===== src/rtl/core/assert_macros.svh =====
// ----------------------------------------------------------------------------
// assert_macros.svh
// Assertion macros shared by the deframer RTL.
// ----------------------------------------------------------------------------
`ifndef ASSERT_MACROS_SVH
`define ASSERT_MACROS_SVH

// same-cycle implication, off during reset
`define FDAC_ASSERT_IMPLIES(label, clk, rst_n, ante, cons) \
	label: assert property (@(posedge clk) disable iff (!(rst_n)) (ante) |-> (cons)) \
		else $error("deframer assertion failed");

// next-cycle implication, off during reset
`define FDAC_ASSERT_NEXT(label, clk, rst_n, ante, cons) \
	label: assert property (@(posedge clk) disable iff (!(rst_n)) (ante) |=> (cons)) \
		else $error("deframer assertion failed");

`endif


===== src/rtl/core/fdac_pkg.sv =====
// ----------------------------------------------------------------------------
// fdac_pkg
// Types and constants of the length-prefixed frame deframer.
// ----------------------------------------------------------------------------
`timescale 1ns / 1ps

package fdac_pkg;

	localparam int unsigned LENGTH_BITS = 16;
	localparam logic [31:0] LENGTH_CAP = 32'((64'd1 << LENGTH_BITS) - 64'd1);

	localparam logic [7:0]  HDR_FIRST        = 8'hFF;
	localparam logic [7:0]  HDR_SECOND       = 8'hFE;
	localparam logic [31:0] LEN_OVERHEAD     = 32'd4;
	localparam logic [15:0] MAX_LENGTH_RESET = 16'd4090;

	typedef enum logic [3:0] {
		PH_HUNT1 = 4'd0,
		PH_HUNT2 = 4'd1,
		PH_LEN0  = 4'd2,
		PH_LEN1  = 4'd3,
		PH_LEN2  = 4'd4,
		PH_LEN3  = 4'd5,
		PH_CMD0  = 4'd6,
		PH_CMD1  = 4'd7,
		PH_DATA  = 4'd8,
		PH_SUM0  = 4'd9,
		PH_SUM1  = 4'd10
	} phase_t;

	typedef enum logic [1:0] {
		EV_PAYLOAD  = 2'd0,
		EV_GOOD     = 2'd1,
		EV_MISMATCH = 2'd2,
		EV_BADLEN   = 2'd3
	} event_kind_t;

endpackage


===== src/rtl/core/frame_deframer_additive_checksum.sv =====
// ----------------------------------------------------------------------------
// frame_deframer_additive_checksum
// Byte-serial parser for 0xFEFF-headed, length-prefixed frames with a 16-bit
// additive payload checksum.
// ----------------------------------------------------------------------------
// Takes one byte per clock when the output is not stalled. Each byte is
// decoded against the frame phase in the cycle it is transferred, and any
// event it causes (payload byte, frame good, checksum mismatch, bad length)
// appears in the output register on the next cycle. The output register is
// the only stage, so throughput is one byte per cycle while it is not stalled;
// in_stall follows out_stall only while a result is held. max_length may be
// written at any time the parser is idle; cfg_ready is always high.
`timescale 1ns / 1ps
`include "assert_macros.svh"

module frame_deframer_additive_checksum (
	input  logic        clk,
	input  logic        arst_n,
	input  logic        in_valid,
	output logic        in_stall,
	input  logic [7:0]  rx_byte,
	output logic        out_valid,
	input  logic        out_stall,
	output logic [1:0]  event_kind,
	output logic [7:0]  payload_byte,
	output logic [15:0] command,
	output logic [15:0] payload_count,
	input  logic        cfg_valid,
	output logic        cfg_ready,
	input  logic [15:0] cfg_data
);

	fdac_pkg::phase_t      phase_q, phase_d;
	logic [15:0]           max_len_q;
	logic [23:0]           len_q, len_d;
	logic [15:0]           count_q, count_d;
	logic [15:0]           left_q, left_d;
	logic [15:0]           cmd_q, cmd_d;
	logic [15:0]           sum_q, sum_d;
	logic [7:0]            csum_lo_q, csum_lo_d;

	logic                  in_xfer;
	logic [31:0]           len_full;
	logic [31:0]           len_body;
	logic [31:0]           limit;

	logic                  res_valid;
	fdac_pkg::event_kind_t res_kind;
	logic [7:0]            res_byte;
	logic [15:0]           res_cmd;
	logic [15:0]           res_count;

	logic                  out_valid_q;
	fdac_pkg::event_kind_t kind_q;
	logic [7:0]            byte_q;
	logic [15:0]           ocmd_q;
	logic [15:0]           ocount_q;

	assign cfg_ready = 1'b1;
	assign in_stall  = out_valid_q & out_stall;
	assign in_xfer   = in_valid & ~in_stall;

	assign len_full = {rx_byte, len_q};
	assign len_body = len_full - fdac_pkg::LEN_OVERHEAD;
	assign limit    = ({16'd0, max_len_q} < fdac_pkg::LENGTH_CAP) ?
		{16'd0, max_len_q} : fdac_pkg::LENGTH_CAP;

	always_ff @(posedge clk or negedge arst_n) begin
		if (!arst_n) begin
			max_len_q <= fdac_pkg::MAX_LENGTH_RESET;
		end else if (cfg_valid && cfg_ready) begin
			max_len_q <= cfg_data;
		end
	end

	always_ff @(posedge clk or negedge arst_n) begin
		if (!arst_n) begin
			phase_q   <= fdac_pkg::PH_HUNT1;
			len_q     <= '0;
			count_q   <= '0;
			left_q    <= '0;
			cmd_q     <= '0;
			sum_q     <= '0;
			csum_lo_q <= '0;
		end else if (in_xfer) begin
			phase_q   <= phase_d;
			len_q     <= len_d;
			count_q   <= count_d;
			left_q    <= left_d;
			cmd_q     <= cmd_d;
			sum_q     <= sum_d;
			csum_lo_q <= csum_lo_d;
		end
	end

	always_comb begin
		phase_d   = phase_q;
		len_d     = len_q;
		count_d   = count_q;
		left_d    = left_q;
		cmd_d     = cmd_q;
		sum_d     = sum_q;
		csum_lo_d = csum_lo_q;
		res_valid = 1'b0;
		res_kind  = fdac_pkg::EV_PAYLOAD;
		res_byte  = '0;
		res_cmd   = '0;
		res_count = '0;
		unique case (phase_q)
			fdac_pkg::PH_HUNT2: begin
				if (rx_byte == fdac_pkg::HDR_SECOND) begin
					phase_d = fdac_pkg::PH_LEN0;
				end else if (rx_byte != fdac_pkg::HDR_FIRST) begin
					phase_d = fdac_pkg::PH_HUNT1;
				end
			end
			fdac_pkg::PH_LEN0: begin
				len_d   = {16'd0, rx_byte};
				phase_d = fdac_pkg::PH_LEN1;
			end
			fdac_pkg::PH_LEN1: begin
				len_d[15:8] = rx_byte;
				phase_d     = fdac_pkg::PH_LEN2;
			end
			fdac_pkg::PH_LEN2: begin
				len_d[23:16] = rx_byte;
				phase_d      = fdac_pkg::PH_LEN3;
			end
			fdac_pkg::PH_LEN3: begin
				if (len_full < fdac_pkg::LEN_OVERHEAD || len_full > limit) begin
					phase_d   = fdac_pkg::PH_HUNT1;
					res_valid = 1'b1;
					res_kind  = fdac_pkg::EV_BADLEN;
				end else begin
					left_d  = len_body[15:0];
					count_d = len_body[15:0];
					phase_d = fdac_pkg::PH_CMD0;
				end
			end
			fdac_pkg::PH_CMD0: begin
				cmd_d   = {8'd0, rx_byte};
				phase_d = fdac_pkg::PH_CMD1;
			end
			fdac_pkg::PH_CMD1: begin
				cmd_d[15:8] = rx_byte;
				sum_d       = '0;
				phase_d     = (left_q == 16'd0) ? fdac_pkg::PH_SUM0 : fdac_pkg::PH_DATA;
			end
			fdac_pkg::PH_DATA: begin
				sum_d  = sum_q + {8'd0, rx_byte};
				left_d = left_q - 16'd1;
				if (left_d == 16'd0) begin
					phase_d = fdac_pkg::PH_SUM0;
				end
				res_valid = 1'b1;
				res_kind  = fdac_pkg::EV_PAYLOAD;
				res_byte  = rx_byte;
				res_cmd   = cmd_q;
			end
			fdac_pkg::PH_SUM0: begin
				csum_lo_d = rx_byte;
				phase_d   = fdac_pkg::PH_SUM1;
			end
			fdac_pkg::PH_SUM1: begin
				phase_d   = fdac_pkg::PH_HUNT1;
				res_valid = 1'b1;
				res_kind  = ({rx_byte, csum_lo_q} == sum_q) ?
					fdac_pkg::EV_GOOD : fdac_pkg::EV_MISMATCH;
				res_cmd   = cmd_q;
				res_count = count_q;
			end
			default: begin
				phase_d = (rx_byte == fdac_pkg::HDR_FIRST) ?
					fdac_pkg::PH_HUNT2 : fdac_pkg::PH_HUNT1;
			end
		endcase
	end

	always_ff @(posedge clk or negedge arst_n) begin
		if (!arst_n) begin
			out_valid_q <= 1'b0;
		end else if (in_xfer) begin
			out_valid_q <= res_valid;
		end else if (!out_stall) begin
			out_valid_q <= 1'b0;
		end
	end

	always_ff @(posedge clk) begin
		if (in_xfer && res_valid) begin
			kind_q   <= res_kind;
			byte_q   <= res_byte;
			ocmd_q   <= res_cmd;
			ocount_q <= res_count;
		end
	end

	assign out_valid     = out_valid_q;
	assign event_kind    = kind_q;
	assign payload_byte  = byte_q;
	assign command       = ocmd_q;
	assign payload_count = ocount_q;

	`FDAC_ASSERT_IMPLIES(a_data_has_bytes, clk, arst_n,
		phase_q == fdac_pkg::PH_DATA, left_q != 16'd0)
	`FDAC_ASSERT_NEXT(a_data_emits_payload, clk, arst_n,
		in_xfer && phase_q == fdac_pkg::PH_DATA,
		out_valid_q && kind_q == fdac_pkg::EV_PAYLOAD)
	`FDAC_ASSERT_NEXT(a_quiet_phase_no_event, clk, arst_n,
		in_xfer && (phase_q == fdac_pkg::PH_HUNT2 || phase_q == fdac_pkg::PH_LEN0 ||
		phase_q == fdac_pkg::PH_CMD0 || phase_q == fdac_pkg::PH_CMD1 ||
		phase_q == fdac_pkg::PH_SUM0), !out_valid_q)
	`FDAC_ASSERT_IMPLIES(a_badlen_clean, clk, arst_n,
		out_valid_q && kind_q == fdac_pkg::EV_BADLEN,
		ocmd_q == 16'd0 && ocount_q == 16'd0)

endmodule


===== config.mk =====
export PLATFORM = sky130hd
export DESIGN_NAME = frame_deframer_additive_checksum
export DESIGN_NICKNAME = d
export VERILOG_FILES = /design/src/rtl/core/fdac_pkg.sv /design/src/rtl/core/frame_deframer_additive_checksum.sv
export VERILOG_INCLUDE_DIRS = /design/src /design/src/rtl/core
export SDC_FILE = /design/constraint.sdc
export NUM_CORES = 1
export LEC_CHECK = 0
export BUFFER_PORTS_ARGS = -buffer_cell sky130_fd_sc_hd__buf_4
export CORE_MARGIN = 4
export CORE_UTILIZATION = 45
export DETAILED_ROUTE_END_ITERATION = 8
export GPL_TIMING_DRIVEN = 0
export PLACE_DENSITY = 0.68
export SYNTH_ARGS = -nofsm -noshare
export SYNTH_HDL_FRONTEND = slang
export SYNTH_SLANG_ARGS = --single-unit

===== constraint.sdc =====
create_clock -name clk -period 4.2 [get_ports clk]
set_input_delay 0.84 -clock clk [delete_from_list [all_inputs] [get_ports clk]]
set_output_delay 0.84 -clock clk [all_outputs]
set_load 0.01 [all_outputs]

==> impl_metrics.yaml <==
outcome:
  outcome: "completed"
layout:
  layout_commonest_cell: "dfrtp_1"
  drive_gt1_share_pct: 16.4
  antenna_cells: 0
  area_delta_synth_final_pct: 18.9
  final_cell_mix: "dfrtp_1 (107), nand2_1 (99), buf_4 (73)"
  nets: 932
routing:
  routed_via_density: 5.61
  drt-met1-wl_mm: 8.44
  highest_layer: "met4"
  met3WireLength_mm: 1.06
  drc: 0
  wl_met2_mm: 9.49
  postRouteAntennaNets: 0
  post_drt_wl_per_cell_um: 17.5
  vias: 6239
  drt_pass1_iterations: 4
  drt_iter0_markers: 498
  routed_wl_mm: 19.4
place:
  globalplace.congestion: 0.912
  hpwl_mm: 13.8
  io_buffers: 72
clock_network:
  cts_max_path_buffers: 2
  postCtsSetupBuffers: 0
  tritoncts: "done"
  cts_buffers: 17
  post_cts_resized: 0
  clockRootBuffer: "clkbuf_16"
  cts_sinks: 159
  clk_pin_slew_worst_paths_ns: 0.06
  h-tree-depth: 4
  clk_latency_ns: 0.43
  cts-hold-fix-buffers: 0
sta:
  max_slew_margin_pct: 51.7
  final.period_utilization_pct: 81.7
  setup-tns-final_ns: 0
  hold_viol: 0
  finalMaxSlewViolations: 0
  worstMarginPinSlew_ns: 0.721
  period_needed_ns: 3.43
  max_freq_ghz: 0.291
  skew_ns: 0.00672
  finalSetupViolations: 0
  rsz0062_at_grt: "false"
synth:
  synth-async-reset-ratio_pct: 73.6
  synth_cell_types: 65
  ys_seq_area_share_pct: 52.7
  yosysTopAreaCell: "dfrtp_1"
  synth_top_area_share_pct: 33.6
  synth_area_um2: 7970
  synth_edf_count: 42
  synth_area_leaders: "dfrtp_1 (34%), edfxtp_1 (16%), nand2_1 (4.7%), ha_1 (4.2%), o21ai_0 (4.0%)"
  synth_fp_nets: 839
  ys_ff_latch: 159
  syn_inst: 782
  syn_area_per_cell_um2: 10.2
  synth_warnings: 0
  yosys_most_used_dff: "dfrtp_1"
global_route:
  antenna_found_initial: 0
  grt_max_degree: 86
  grt_pass1_wl_mm: 31.4
  grt_overflow: 0
  grt_pass1_vias: 5951
  grt.total_usage_pct: 20.1
critical_path:
  r2r_end: "payload_count[1]$_SDFFCE_PN0P_"
  r2r_slack_ns: 0.77
  r2r_cells: 9
  arrival_ns: 3.57
  crit_path_end_kind: "flip-flop"
  critPathKind: "flip-flop to flip-flop"
  crit-reg2reg-launch: "len_q[14]$_DFFE_PN0P_"
  crit_fanout: 25
  cp-start-kind: "flip-flop"
  crit_required_ns: 4.33
min_path:
  hp-class: "input port to async pin"
floorplanning:
  dieArea_um2: 19900
  fp.dieW_um: 141
  core_area_um2: 17300
  start_util_pct: 46.1
  row_count: 48
  die_height_um: 141
  pin_count: 74
pwr:
  powerDensity_nw_per_um2: 448
  p_leak_nw: 4.22
  vdd_drop_max_v: 0.000312
  total_power_mw: 4.24
job:
  max_cap_violations: 0
through the flow:
stage	setup slack, ns	utilization, %	cell area (µm²)	hold WS (ns)	std cells
after floorplan	0.0351	-	7970	0.442	782
after global placement	-1.34	50.8	8790	0.453	1079
after detailed placement	0.615	51.2	8850	0.466	1081
after CTS	0.739	54.8	9480	0.286	1113
after global routing	0.554	54.8	9480	0.301	1113
final	0.767	54.8	9480	0.292	1113
worst max path at each step:
stage	startpoint	end	cells past startpoint	slack, ns
global route	len_q[14]$_DFFE_PN0P_	payload_count[1]$_SDFFCE_PN0P_	9	0.55
floorplan	max_len_q[11]$_DFFE_PN1P_	command[0]$_SDFFCE_PN0P_	9	0.04
detailed placement	rx_byte[2]	payload_count[0]$_SDFFCE_PN0P_	9	0.62
finish	len_q[14]$_DFFE_PN0P_	payload_count[1]$_SDFFCE_PN0P_	9	0.77
CTS	len_q[14]$_DFFE_PN0P_	payload_count[1]$_SDFFCE_PN0P_	9	0.74
global placement	rx_byte[4]	payload_count[0]$_SDFFCE_PN0P_	8	-1.34
synth_stat cells (3+ instances only):
cell type and count:
clkbuf_1 35, or3_1 8, mux2_1 8, a31oi_1 4
nor2b_1 9, edfxtp_1 42, nor2_1 33, a22o_1 19
buf_2 4, o211ai_1 3, nor3_1 19, o21ai_1 29
or4_1 3, nor3b_1 4, a21oi_1 27, xnor2_1 32
nand3_1 26, nand2_1 99, nand4_1 10, o21ai_0 63
dfrtp_1 107, mux2_2 15, nor4_1 10, inv_1 31
and2_1 8, nand3b_1 3, o31ai_1 5, xor2_1 6
and3_1 35, dfstp_2 10, a21o_1 4, ha_1 27
critical path: stages, from the launching register on:
cell      delay, ns
dfrtp_1        0.46
ha_1           0.35
nand4_1        0.12
or3_1          0.45
a211oi_1       0.24
nor3_1         0.13
o21ai_1        0.30
a22oi_1        0.23
nor2_4         0.58
buf_16         0.25
metal layers:
| layer | vias to the layer above | track usage [%] |
|---|---|---|
| li1 | 2998 | - |
| met4 | 0 | 7.50 |
| met3 | 33 | 3.53 |
| met2 | 179 | 32.6 |
| met1 | 3029 | 27.1 |
| met5 | - | 0 |
cell type report:
type | count | area, µm²
Sequential cell | 159 | 4200
Multi-Input combinational cell | 547 | 3460
Tap cell | 225 | 282
Buffer | 45 | 198
Clock inverter | 15 | 195
Timing Repair Buffer | 74 | 599
Fill cell | 1523 | 7820
Inverter | 31 | 116
Clock buffer | 17 | 425
power breakdown:
part | internal [mW] | leakage (nW) | switching [mW]
Sequential | 1.75 | 1.94 | 0.0800
Clock | 0.990 | 0.292 | 0.630
Combinational | 0.315 | 1.98 | 0.471
sequential cells by signal, indices dropped and copies added, names as in the netlist, 2 cells and up:
signal	cells
cmd_q	16
len_q	24
count_q	16
left_q	16
csum_lo_q	8
sum_q	16
max_len_q	16
command	16
payload_byte	8
phase_q	4
payload_count	16
event_kind	2
cells by family after synthesis:
logic type / count (synthesis) / synth area share [%]
AND/OR/NAND/NOR: 276 / 17.3
AO/OA/AOI/OAI: 179 / 13.8
flip-flops: 159 / 52.7
buffers and inverters: 76 / 3.94
XOR/XNOR: 38 / 4.18
adder cells (fa/ha/maj): 28 / 4.49
multiplexers: 25 / 3.50
other: 1 / 0.0471
Power figures use the tool's default switching activity.
